$ cat src/rtl/core/nvp_pkg.sv
// ----------------------------------------------------------------------------
// nvp_pkg - shared types and constants for the nearest vertex ray pick
// widths of the fixed point datapath, register indexes and the record that
// travels from the classifying front end to the selecting back end
// ----------------------------------------------------------------------------
`default_nettype none

package nvp_pkg;

	// coordinate and datapath widths
	localparam int CoordW   = 24;
	localparam int OffW     = CoordW + 1;
	localparam int ProdW    = CoordW + OffW;
	localparam int CrossW   = ProdW + 1;
	localparam int DotW     = ProdW + 2;
	localparam int LimitW   = 23;
	localparam int DepthW   = 23;
	localparam int SqW      = 2 * LimitW;
	localparam int SumW     = SqW + 2;
	localparam int OutIdxW  = 20;

	// defaults for the top level parameters
	localparam int DefIndexBits = 20;
	localparam int DefFracBits  = 12;

	// configuration port
	localparam int CfgIdxW  = 3;
	localparam int CfgDataW = CoordW;

	localparam logic [CfgIdxW-1:0] RegOriginX = 3'd0;
	localparam logic [CfgIdxW-1:0] RegOriginY = 3'd1;
	localparam logic [CfgIdxW-1:0] RegOriginZ = 3'd2;
	localparam logic [CfgIdxW-1:0] RegDirX    = 3'd3;
	localparam logic [CfgIdxW-1:0] RegDirY    = 3'd4;
	localparam logic [CfgIdxW-1:0] RegDirZ    = 3'd5;
	localparam logic [CfgIdxW-1:0] RegLimit   = 3'd6;

	// queue between front and back
	localparam int QueueDepth = 4;
	localparam int QPtrW      = $clog2(QueueDepth);
	localparam int QCntW      = $clog2(QueueDepth + 1);

	localparam logic [DepthW-1:0] DepthMax = '1;

	typedef struct packed {
		logic signed [CoordW-1:0] org_x;
		logic signed [CoordW-1:0] org_y;
		logic signed [CoordW-1:0] org_z;
		logic signed [CoordW-1:0] dir_x;
		logic signed [CoordW-1:0] dir_y;
		logic signed [CoordW-1:0] dir_z;
		logic [LimitW-1:0]        limit;
	} ray_cfg_t;

	// classification of one vertex
	typedef struct packed {
		logic [LimitW-1:0] ax;
		logic [LimitW-1:0] ay;
		logic [LimitW-1:0] az;
		logic              in_box;
		logic              dot_pos;
		logic [DepthW-1:0] depth;
		logic              last;
	} vtx_class_t;

endpackage

`default_nettype wire

$ cat src/rtl/core/nvp_queue.sv
// ----------------------------------------------------------------------------
// nvp_queue - short fifo between classifier and selector
// holds classified vertices so that either side may stall on its own
// ----------------------------------------------------------------------------
`default_nettype none

module nvp_queue #(
	parameter int INDEX_BITS = nvp_pkg::DefIndexBits
) (
	input  wire logic                   clk,
	input  wire logic                   arst_n,
	input  wire logic                   in_valid,
	output logic                        in_ready,
	input  wire nvp_pkg::vtx_class_t    in_data,
	input  wire logic [INDEX_BITS-1:0]  in_index,
	output logic                        out_valid,
	input  wire logic                   out_ready,
	output nvp_pkg::vtx_class_t         out_data,
	output logic [INDEX_BITS-1:0]       out_index
);
	import nvp_pkg::*;

	vtx_class_t            data_q  [QueueDepth];
	logic [INDEX_BITS-1:0] index_q [QueueDepth];
	logic [QPtrW-1:0]      wr_ptr_q, rd_ptr_q;
	logic [QCntW-1:0]      count_q;
	logic                  push, pop;

	assign in_ready  = count_q != QCntW'(QueueDepth);
	assign out_valid = count_q != '0;
	assign push      = in_valid && in_ready;
	assign pop       = out_valid && out_ready;
	assign out_data  = data_q[rd_ptr_q];
	assign out_index = index_q[rd_ptr_q];

	always_ff @(posedge clk or negedge arst_n) begin
		if (!arst_n) begin
			wr_ptr_q <= '0;
			rd_ptr_q <= '0;
			count_q  <= '0;
		end else begin
			if (push) begin
				wr_ptr_q <= wr_ptr_q + 1'b1;
			end
			if (pop) begin
				rd_ptr_q <= rd_ptr_q + 1'b1;
			end
			if (push && !pop) begin
				count_q <= count_q + 1'b1;
			end else if (pop && !push) begin
				count_q <= count_q - 1'b1;
			end
		end
	end

	always_ff @(posedge clk) begin
		if (push) begin
			data_q[wr_ptr_q]  <= in_data;
			index_q[wr_ptr_q] <= in_index;
		end
	end

endmodule

`default_nettype wire

$ cat config.mk
export PLATFORM = sky130hd
export DESIGN_NAME = nvp_queue
export DESIGN_NICKNAME = d
export VERILOG_FILES = /design/src/rtl/core/nvp_pkg.sv /design/src/rtl/core/nvp_queue.sv
export SDC_FILE = /design/constraint.sdc
export NUM_CORES = 1
export LEC_CHECK = 0
export BUFFER_PORTS_ARGS = -buffer_cell sky130_fd_sc_hd__clkbuf_2
export CAP_MARGIN = 20
export CORE_MARGIN = 4
export CORE_UTILIZATION = 30
export CTS_CLUSTER_DIAMETER = 200
export DETAILED_ROUTE_END_ITERATION = 8
export PLACE_DENSITY_LB_ADDON = 0.2
export SYNTH_ARGS = -nofsm -noshare
export SYNTH_HDL_FRONTEND = slang
export SYNTH_SLANG_ARGS = --single-unit
$ cat constraint.sdc
create_clock -name clk -period 10.5 [get_ports clk]
set_input_delay 1.05 -clock clk [delete_from_list [all_inputs] [get_ports clk]]
set_output_delay 1.05 -clock clk [all_outputs]
set_load 0.005 [all_outputs]
==> metrics <==
Remaining Overflow, GRT=0; Area Growth Syn to Fin=21.3%; largest net degree at the start of global routing=59; Final min period=4280 ps; Routed WL=34.8 mm; vias=roughly 7500; Rows=86; DIE AREA=about 0.060 sq mm; CTS buffer count=49; n_diodes=0; wire length per cell=slightly above 20 um; worst slew pin tran=984 ps; Seq/Total Area, Yosys=between 80% and 90%; CTS max path bufs=3; Synth area leader=edfxtp_1; Netlist cell types=19; Ys Warns=0; pwr dens=280 mW/mm^2; Root Buffer=clkbuf_16; Crit path arrival time=3230 ps; Hold WS=310 ps; synth top area cells=edfxtp_1 81%, mux4_2 15%, dfrtp_1 1.0%; status=finished clean; CTS HTree Levels=2; Final ANT Viol Nets=0; die span in x=246 um; max-slew violation count=0; Setup CP Type=reg2out; Setup crit end kind=primary output; Initial DRC Count=342; dpl hpwl=20.4 mm; prevailing post-synth register cell=edfxtp_1; CTS resizes=0; number of I/O port buffers=235; die height=246 um; Worst VDD drop=217 uV; RSZ-0062 raised after global routing=false; Skew-Pair Late Insertion Delay=between 500 and 600 ps; Worst EP required=9450 ps; Placed Instances=1605; Crit path largest cell delay=1060 ps; vias in the first global route=8329; fin crit share=40.7%; #FFs+latches synth=467; hold crit path type=in2async; core footprint=between 0.05 and 0.06 sq mm; P_leak=6.94 nW; Setup Fix Bufs, Post-CTS=0; post-synth top area share=81.4%; io pins=236; syn_area_per_cell=26.7 sq um; layout cells sized above 1=46.9%; Synth Net Count=761; Post-synth EDFFs=460; global placement routability congestion=between 0.6 and 0.7; reg2reg setup slack=7950 ps; Max stage delay cell, worst path=dfrtp_4; filler instances=5165; clock sinks=~470; DRC viols=0; Final Skew=20.0 ps; drt first pass iters=4; crit-path max FO=46; first-pass GRT wire length=52.8 mm; CTS tree=yes; crit-path cells=buf_4 > mux4_2 > clkbuf_2; final net count=about 1000; max_slew headroom=about 34%; cells after synthesis=636; Layout Cells excl Fill=1692; FMAX=234 MHz; Reg clk slew, reported paths=60 ps; GRT Total Usage=between 10% and 20%; CP startpoint kind=register; Via-to-Cell Ratio=approximately 4.4; synthesized cell area=between 0.015 and 0.02 sq mm; Async SR Flop Fraction=1.50%; antenna violations before repair=0; Max Cap Viol=0; Post-CTS Hold Fix Bufs=0; Final setup viols=0; Total Neg Setup Slack=0 ps; Fin. Hold Viols=0; Starting Density=30.6%
[stage by stage]
step | power (mW) | setup WS, ps | utilization (%) | instance area (sq um)
2_1_floorplan | 3.56 | 6010 | - | 17000
3_3_place_gp | 4.21 | 6640 | 34.3 | 19000
3_5_place_dp | 4.21 | 6640 | 34.3 | 19000
4_1_cts | 5.91 | 5990 | 37.1 | 20600
5_1_grt | 6.09 | 5840 | 37.1 | 20600
6_report | 5.76 | 6220 | 37.1 | 20600
[cells in the final DEF (no fill, tap or decap)]
cell        synthesis  layout
a21boi_2            1       1
and2_4              0       4
buf_4               1      12
bufinv_16           0       3
clkbuf_1            6      10
clkbuf_16           0      51
clkbuf_2            0     235
clkbuf_8            0       3
clkinv_1            0       5
clkinv_2            0      12
clkinvlp_4          0       2
dfrtp_1             7       5
dfrtp_4             0       2
edfxtp_1          460     460
fa_1                1       1
ha_1                5       5
inv_1               3       3
inv_6               0       1
mux2_2              2       2
mux4_2            115     115
nand2_1             2       2
nand3_1             1       1
nor2_1              2       2
or3_1               1       1
xnor2_1             4       4
xor2_1              2       2
[report_power, final]
group / switching (mW) / leakage, nW / internal [mW]
logic: 0.774 / 1.89 / 0.716
registers: 0.136 / 4.29 / 2.47
clock network: 0.686 / 0.764 / 0.978
total: 1.60 / 6.94 / 4.16
[registers in the layout, summed over array words and instances (netlist names)]
register / flops
data_q: 380
index_q: 80
count_q: 3
rd_ptr_q: 2
wr_ptr_q: 2
[layout make-up]
cell class	count	area [sq um]	area share, %
multi-input combinational	140	2820	13.7
timing repair buffer	247	1270	6.15
inverter	3	11.3	0.0547
tap	748	936	4.55
clock inverter	23	193	0.936
clock buffer	64	1360	6.59
sequential	467	14000	68.0
[kinds of logic (layout without fill, tap and decap cells)]
kind of cell             count (synthesis)  count (layout)  share of synthesized area (%)
adder cells (fa/ha/maj)                  6               6                          0.487
multiplexers                           117             117                           15.4
XOR/XNOR                                 6               6                          0.310
AND/OR/NAND/NOR                         10              10                          0.302
AO/OA/AOI/OAI                            1               1                         0.0664
flip-flops                             467             467                           82.4
buffers and inverters                   29             337                          0.988
[path summary, 6_finish.rpt]
path | startpoint | cells past startpoint | to
setup reg to reg | count_q[0] | 4 | data_q[1][25]
setup / recovery | rd_ptr_q[0] | 3 | out_data[87]
min in group clk | count_q[2] | 1 | count_q[2]
hold reg to reg | count_q[2] | 1 | count_q[2]
hold / removal | arst_n | 1 | count_q[2]
max in group asynchronous | arst_n | 1 | rd_ptr_q[1]
[cell usage after synthesis, drive strengths merged (2+ instances only)]
library cell / n
mux4: 115
ha: 5
edfxtp: 460
inv: 3
xor2: 2
buf: 20
mux2: 2
and2: 4
xnor2: 4
nor2: 2
dfrtp: 7
nand2: 2
clkbuf: 6
[routing by layer]
| layer | routed length [um] | vias up | track usage (%) | part of all wire, % |
|---|---|---|---|---|
| li1 | - | 3296 | - | - |
| met1 | 14500 | 3958 | 14.8 | 42 |
| met2 | 17400 | 162 | 19.1 | 50 |
| met3 | 2000 | 51 | 3.12 | 5.8 |
| met4 | 810 | 0 | 3.72 | 2.3 |
| met5 | 0 | - | 0 | 0 |
[critical path, delay by kind of cell, from the launching register on]
family,cells,cell delay (ps)
buffers and inverters,2,940
flip-flops,1,1060
multiplexers,1,610
Note: power is estimated with default switching activity, not from simulation.
