$ cat config.mk
export PLATFORM = sky130hd
export DESIGN_NAME = nvp_back_flat
export DESIGN_NICKNAME = d
export VERILOG_FILES = /design/src/rtl/core/nvp_pkg.sv /design/src/rtl/core/nvp_result_if.sv /design/src/rtl/core/nvp_back.sv /design/src/flat_wrapper.sv
export SDC_FILE = /design/constraint.sdc
export NUM_CORES = 2
export LEC_CHECK = 0
export BUFFER_PORTS_ARGS = -buffer_cell sky130_fd_sc_hd__buf_2
export CAP_MARGIN = 0
export CORE_MARGIN = 4
export CORE_UTILIZATION = 45
export CTS_BUF_LIST = sky130_fd_sc_hd__clkbuf_8
export DETAILED_ROUTE_END_ITERATION = 7
export GPL_TIMING_DRIVEN = 0
export PLACE_DENSITY = 0.57
export SLEW_MARGIN = 5
export SYNTH_ARGS = -nofsm -noshare
export SYNTH_HDL_FRONTEND = slang
export SYNTH_SLANG_ARGS = --single-unit
$ cat constraint.sdc
create_clock -name clk -period 8.8 [get_ports clk]
set_input_delay 0.88 -clock clk [delete_from_list [all_inputs] [get_ports clk]]
set_output_delay 0.88 -clock clk [all_outputs]
set_load 0.05 [all_outputs]
$ cat src/rtl/core/nvp_pkg.sv
// ----------------------------------------------------------------------------
// nvp_pkg - shared types and constants for the nearest vertex ray pick
// widths of the fixed point datapath, register indexes and the record that
// travels from the classifying front end to the selecting back end
// ----------------------------------------------------------------------------
`default_nettype none

package nvp_pkg;

	// coordinate and datapath widths
	localparam int CoordW   = 24;
	localparam int OffW     = CoordW + 1;
	localparam int ProdW    = CoordW + OffW;
	localparam int CrossW   = ProdW + 1;
	localparam int DotW     = ProdW + 2;
	localparam int LimitW   = 23;
	localparam int DepthW   = 23;
	localparam int SqW      = 2 * LimitW;
	localparam int SumW     = SqW + 2;
	localparam int OutIdxW  = 20;

	// defaults for the top level parameters
	localparam int DefIndexBits = 20;
	localparam int DefFracBits  = 12;

	// configuration port
	localparam int CfgIdxW  = 3;
	localparam int CfgDataW = CoordW;

	localparam logic [CfgIdxW-1:0] RegOriginX = 3'd0;
	localparam logic [CfgIdxW-1:0] RegOriginY = 3'd1;
	localparam logic [CfgIdxW-1:0] RegOriginZ = 3'd2;
	localparam logic [CfgIdxW-1:0] RegDirX    = 3'd3;
	localparam logic [CfgIdxW-1:0] RegDirY    = 3'd4;
	localparam logic [CfgIdxW-1:0] RegDirZ    = 3'd5;
	localparam logic [CfgIdxW-1:0] RegLimit   = 3'd6;

	// queue between front and back
	localparam int QueueDepth = 4;
	localparam int QPtrW      = $clog2(QueueDepth);
	localparam int QCntW      = $clog2(QueueDepth + 1);

	localparam logic [DepthW-1:0] DepthMax = '1;

	typedef struct packed {
		logic signed [CoordW-1:0] org_x;
		logic signed [CoordW-1:0] org_y;
		logic signed [CoordW-1:0] org_z;
		logic signed [CoordW-1:0] dir_x;
		logic signed [CoordW-1:0] dir_y;
		logic signed [CoordW-1:0] dir_z;
		logic [LimitW-1:0]        limit;
	} ray_cfg_t;

	// classification of one vertex
	typedef struct packed {
		logic [LimitW-1:0] ax;
		logic [LimitW-1:0] ay;
		logic [LimitW-1:0] az;
		logic              in_box;
		logic              dot_pos;
		logic [DepthW-1:0] depth;
		logic              last;
	} vtx_class_t;

endpackage

`default_nettype wire

$ cat src/rtl/core/nvp_result_if.sv
// ----------------------------------------------------------------------------
// nvp_result_if - pick result channel
// valid/ready handshake carrying one pick result per transfer
// ----------------------------------------------------------------------------
`default_nettype none

interface nvp_result_if;
	logic                           valid;
	logic                           ready;
	logic                           found;
	logic [nvp_pkg::OutIdxW-1:0]    vertex_index;
	logic [nvp_pkg::DepthW-1:0]     hit_depth;

	modport source (
		output valid, found, vertex_index, hit_depth,
		input  ready
	);

	modport sink (
		input  valid, found, vertex_index, hit_depth,
		output ready
	);
endinterface

`default_nettype wire

$ cat src/rtl/core/nvp_back.sv
// ----------------------------------------------------------------------------
// nvp_back - nearest vertex selector
// squares the cross terms, applies the distance test, keeps the nearest hit
// and loads the result register on the last vertex
// ----------------------------------------------------------------------------
`default_nettype none

module nvp_back #(
	parameter int INDEX_BITS = nvp_pkg::DefIndexBits
) (
	input  wire logic                       clk,
	input  wire logic                       arst_n,
	input  wire logic [nvp_pkg::LimitW-1:0] limit,
	input  wire logic                       q_valid,
	output logic                            q_ready,
	input  wire nvp_pkg::vtx_class_t        q_data,
	input  wire logic [INDEX_BITS-1:0]      q_index,
	nvp_result_if.source                    result
);
	import nvp_pkg::*;

	localparam int WideIdxW = (INDEX_BITS > OutIdxW) ? INDEX_BITS : OutIdxW;

	logic                  en;
	logic                  v_b1;
	vtx_class_t            cls_b1;
	logic [INDEX_BITS-1:0] idx_b1;
	logic [SqW-1:0]        sq_x_b1, sq_y_b1, sq_z_b1, lim2_b1;

	logic                  hit_q;
	logic [DepthW-1:0]     best_depth_q;
	logic [INDEX_BITS-1:0] best_index_q;

	logic                  out_valid_q;
	logic                  out_found_q;
	logic [OutIdxW-1:0]    out_index_q;
	logic [DepthW-1:0]     out_depth_q;

	logic [SumW-1:0]       sum;
	logic                  take;
	logic                  hit_nxt;
	logic [DepthW-1:0]     depth_nxt;
	logic [INDEX_BITS-1:0] index_nxt;
	logic [WideIdxW-1:0]   index_wide;

	assign en      = !(v_b1 && cls_b1.last && out_valid_q && !result.ready);
	assign q_ready = en;

	always_comb begin
		sum       = SumW'(sq_x_b1) + SumW'(sq_y_b1) + SumW'(sq_z_b1);
		take      = cls_b1.in_box && (sum < SumW'(lim2_b1)) && cls_b1.dot_pos
		         && (!hit_q || (cls_b1.depth < best_depth_q));
		hit_nxt   = hit_q || take;
		depth_nxt = take ? cls_b1.depth : best_depth_q;
		index_nxt = take ? idx_b1 : best_index_q;
		index_wide = WideIdxW'(index_nxt);
	end

	always_ff @(posedge clk or negedge arst_n) begin
		if (!arst_n) begin
			v_b1 <= 1'b0;
		end else if (en) begin
			v_b1 <= q_valid;
		end
	end

	always_ff @(posedge clk) begin
		if (en) begin
			cls_b1  <= q_data;
			idx_b1  <= q_index;
			sq_x_b1 <= SqW'(q_data.ax) * SqW'(q_data.ax);
			sq_y_b1 <= SqW'(q_data.ay) * SqW'(q_data.ay);
			sq_z_b1 <= SqW'(q_data.az) * SqW'(q_data.az);
			lim2_b1 <= SqW'(limit) * SqW'(limit);
		end
	end

	// running best and result register
	always_ff @(posedge clk or negedge arst_n) begin
		if (!arst_n) begin
			hit_q        <= 1'b0;
			best_depth_q <= DepthMax;
			best_index_q <= '0;
			out_valid_q  <= 1'b0;
			out_found_q  <= 1'b0;
			out_index_q  <= '0;
			out_depth_q  <= '0;
		end else begin
			if (v_b1 && en && cls_b1.last) begin
				out_valid_q <= 1'b1;
			end else if (result.ready) begin
				out_valid_q <= 1'b0;
			end
			if (v_b1 && en) begin
				if (cls_b1.last) begin
					out_found_q  <= hit_nxt;
					out_index_q  <= hit_nxt ? index_wide[OutIdxW-1:0] : '0;
					out_depth_q  <= hit_nxt ? depth_nxt : '0;
					hit_q        <= 1'b0;
					best_depth_q <= DepthMax;
					best_index_q <= '0;
				end else begin
					hit_q        <= hit_nxt;
					best_depth_q <= depth_nxt;
					best_index_q <= index_nxt;
				end
			end
		end
	end

	assign result.valid        = out_valid_q;
	assign result.found        = out_found_q;
	assign result.vertex_index = out_index_q;
	assign result.hit_depth    = out_depth_q;

endmodule

`default_nettype wire

$ cat src/flat_wrapper.sv
// flat-port wrapper written by rule: the top's interface ports become plain ports
module nvp_back_flat import nvp_pkg::*;
#(
	parameter int INDEX_BITS = nvp_pkg::DefIndexBits
)
  (clk, arst_n, limit, q_valid, q_ready, q_data, q_index, result_valid, result_found, result_vertex_index, result_hit_depth, result_ready);
  nvp_result_if result_i ();
  input  wire logic clk;
  input  wire logic arst_n;
  input  wire logic [nvp_pkg::LimitW-1:0] limit;
  input  wire logic q_valid;
  output logic q_ready;
  input  wire nvp_pkg::vtx_class_t q_data;
  input  wire logic [INDEX_BITS-1:0] q_index;
  output wire logic [$bits(result_i.valid)-1:0] result_valid;
  output wire logic [$bits(result_i.found)-1:0] result_found;
  output wire logic [$bits(result_i.vertex_index)-1:0] result_vertex_index;
  output wire logic [$bits(result_i.hit_depth)-1:0] result_hit_depth;
  input wire logic [$bits(result_i.ready)-1:0] result_ready;
  assign result_valid = result_i.valid;
  assign result_found = result_i.found;
  assign result_vertex_index = result_i.vertex_index;
  assign result_hit_depth = result_i.hit_depth;
  assign result_i.ready = result_ready;
  nvp_back #(.INDEX_BITS(INDEX_BITS)) u_core (.clk(clk), .arst_n(arst_n), .limit(limit), .q_valid(q_valid), .q_ready(q_ready), .q_data(q_data), .q_index(q_index), .result(result_i));
endmodule
==> impl_metrics.yaml <==
timing:
  tightest_slew_ps: 1043
  finalCriticalPeriod_ps: 8611
  finalSetupTns_ps: 0
  timing.hold.ws_ps: 163.4
  drv_slew: 0
  skew_ps: 40.28
  hold_violations: 0
  period_share_pct: 97.85
  max_freq_mhz: 116.1
  max_slew_margin_pct: 30.47
  setup-violations-final: 0
global_route:
  grt_max_degree: 66
  grt_use_total_pct: 24.15
  grt_pass1_wl_um: 331700
  grt_pass1_vias: 58870
  grt_overflow: 0
  antenna_found_initial: 12
critical_path:
  critPathArrivalTime_ps: 8970
  critPathSlowestCell: "o41ai_1"
  path_buf_inv: 8
  crit_type: "in -> reg"
  endpoint_kind: "register"
  cpMostUsedCell: "fa_1"
  path_delay_family: "adder cells"
  cp-start-kind: "primary input"
  crit_required_ps: 9150
  cpPeakStageDelay_ps: 560
  path_max_fanout: 10
detailed_routing:
  vias: 53610
  routedWlPerCell_um: 19.59
  route.detailed.drc: 0
  dr.first_iter.drc_count: 2950
  dr.pass1.iters: 6
  vias_per_cell: 5.092
  antenna_left: 0
  drt-total-wl_um: 206300
clocking:
  cts_root_buffer: "clkbuf_8"
  clockBufferDepth: 3
  cts_buffers: 59
  numClockSinks: 316
  htreeDepth: 2
  cts_tree: "built"
  clkTransAtPathRegs_ps: 60
  insertion_delay_ps: 650
yosys:
  ys_seq_area_share_pct: 11.85
  ys_async_sr_fraction_pct: 28.48
  synth.avg_cell_area_um2: 9.533
  syn_inst: 8027
  netlist_area_um2: 76520
  synth.net_count: 10560
  netlist.area_leader.share_pct: 40.53
  synth_top_cell_by_area: "fa_1"
  ys_warn_count: 0
  synth_area_leaders: "fa_1 41%, ha_1 14%, inv_1 11%"
  ys_types: 81
  ys_ff_latch: 316
  synth_edf_count: 226
  synth_ff_type: "edfxtp_1"
final_layout:
  fin_nets: 10790
  drive_above_1_share_pct: 4.684
  fill_cells: 16130
  synthToLayoutAreaGrowth_pct: 6.653
floorplan:
  start_util_pct: 45.20
  num_rows: 151
  io_pins: 188
  die_y_um: 420.4
  die_area_um2: 176700
  die_w_um: 420.4
  coreArea_um2: 169300
place:
  post-dp-hpwl_um: 174900
  io_buffers: 169
  gp_congestion: 0.9224
outcome:
  status: "complete, no violations"
run:
  max_cap_viol_count: 0
worst_hold_path:
  hp-class: "in -> async"
[worst paths after layout]
path	startpoint	endpoint	slack, ps	cells after the start
worst min-delay path	arst_n	u_core.best_index_q[17]$_DFFE_PN0P_	160	1
worst max register to register	u_core.sq_y_b1[3]$_DFFE_PN_	u_core.best_index_q[9]$_DFFE_PN0P_	430	31
min in group clk	q_index[1]	u_core.idx_b1[1]$_DFFE_PN_	420	1
worst max-delay path	q_data[55]	u_core.sq_y_b1[43]$_DFFE_PN_	190	27
max in group asynchronous	arst_n	u_core.best_depth_q[20]$_DFFE_PN1P_	7910	2
worst min register to register	u_core.result.vertex_index[15]$_DFFE_PN0P_	u_core.result.vertex_index[15]$_DFFE_PN0P_	470	2
[cell families (layout without fill, tap and decap cells)]
kind of cell | Yosys count | after routing | synth area share (%)
simple gates | 1680 | 1680 | 10.75
mux | 51 | 51 | 0.6753
buf+inv | 2464 | 2742 | 12.13
flops | 316 | 316 | 11.85
xor+xnor | 266 | 266 | 3.045
fa+ha+maj | 2391 | 2391 | 54.29
compound gates | 859 | 859 | 7.255
other cells | 0 | 7 | 0
[final cells by class]
class / instances / area (um^2) / share of cell area [%]
multi-input cells: 5247 / 58220 / 71.34
flip-flops and latches: 316 / 9067 / 11.11
inverters: 2245 / 8427 / 10.33
well taps: 2218 / 2775 / 3.401
repair buffers: 175 / 985.9 / 1.208
clock buffers: 66 / 908.4 / 1.113
plain buffers: 213 / 894.6 / 1.096
clock inverters: 43 / 310.3 / 0.3802
diodes: 7 / 17.52 / 0.02146
[through the flow]
| step | cell area (um^2) | utilization (%) | cells | setup slack, ps |
|---|---|---|---|---|
| after floorplan | 76520 | - | 8027 | 938.0 |
| after global placement | 80140 | 47.34 | 10410 | -1120 |
| after detailed placement | 80290 | 47.43 | 10420 | -1074 |
| after CTS | 81510 | 48.15 | 10530 | 12.58 |
| after global routing | 81600 | 48.20 | 10530 | -3.205 |
| final | 81610 | 48.21 | 10530 | 189.1 |
[sequential cells by signal, summed over array words and instances (netlist names), 20 cells and up]
signal,cells
u_core.result.hit_depth,23
u_core.best_depth_q,23
u_core.best_index_q,20
u_core.result.vertex_index,20
u_core.idx_b1,20
u_core.sq_z_b1,45
u_core.cls_b1,26
u_core.sq_y_b1,45
u_core.sq_x_b1,45
u_core.lim2_b1,45
[metal layers]
layer / GRT usage (%) / share of wire, % / vias up
met1: 33.48 / 44 / 27110
met5: 0 / 0.027 / -
met3: 3.048 / 5.8 / 273
met2: 40.95 / 48 / 1394
met4: 4.741 / 2.3 / 8
li1: - / - / 24830
[synth_stat cells (27+ instances only)]
library cell / count
inv_1: 2245
a211oi_1: 35
xor2_1: 80
and3_1: 30
mux2i_1: 46
nand4_1: 28
nand3_1: 52
o21bai_1: 39
o21ai_0: 161
xnor2_1: 186
fa_1: 1549
ha_1: 842
a21o_1: 126
a31oi_1: 27
nor2b_1: 52
o21a_1: 35
edfxtp_1: 226
nor2_1: 260
clkbuf_1: 208
nand2_1: 639
nor3_1: 46
dfrtp_1: 67
a21oi_1: 257
nand2b_1: 42
and2_1: 456
[placed cells by master (no fill, tap or decap), drive strengths merged, types with 19 or more instances in the layout]
cell type | netlist | layout
inv | 2245 | 2264
fa | 1549 | 1549
ha | 842 | 842
nand2 | 639 | 639
and2 | 457 | 457
clkbuf | 208 | 267
nor2 | 260 | 260
a21oi | 258 | 258
edfxtp | 226 | 226
buf | 11 | 187
xnor2 | 186 | 186
o21ai | 166 | 166
a21o | 126 | 126
xor2 | 80 | 80
dfrtp | 67 | 67
nor2b | 52 | 52
nand3 | 52 | 52
nor3 | 47 | 47
mux2i | 46 | 46
nand2b | 42 | 42
o21bai | 39 | 39
a211oi | 36 | 36
o21a | 35 | 35
and3 | 30 | 30
nand4 | 28 | 28
a31oi | 27 | 27
a2bb2oi | 25 | 25
dfstp | 23 | 23
o211ai | 22 | 22
a22o | 19 | 19
or2 | 19 | 19
[worst register-to-register path: cells and delay by family (launching register included)]
family / cells / cell delay [ps]
AOI/OAI and AO/OA: 21 / 5240
adders and majority gates: 3 / 1130
and+or+nand+nor: 4 / 730
buffers and inverters: 2 / 460
DFF: 1 / 430
xor gates and xnor gates: 1 / 240
[repair_timing]
item | CTS | global route
resized for setup | 9 | 100
pin swaps | 0 | 3
hold buffers | 0 | 0
gates cloned | 0 | 0
endpoints found under the setup margin | 17 | 119
setup buffers | 0 | 0
Power is left out: the tool's default activity adds up to more than one toggle a clock period on the data nets, which glitch-free logic cannot reach.
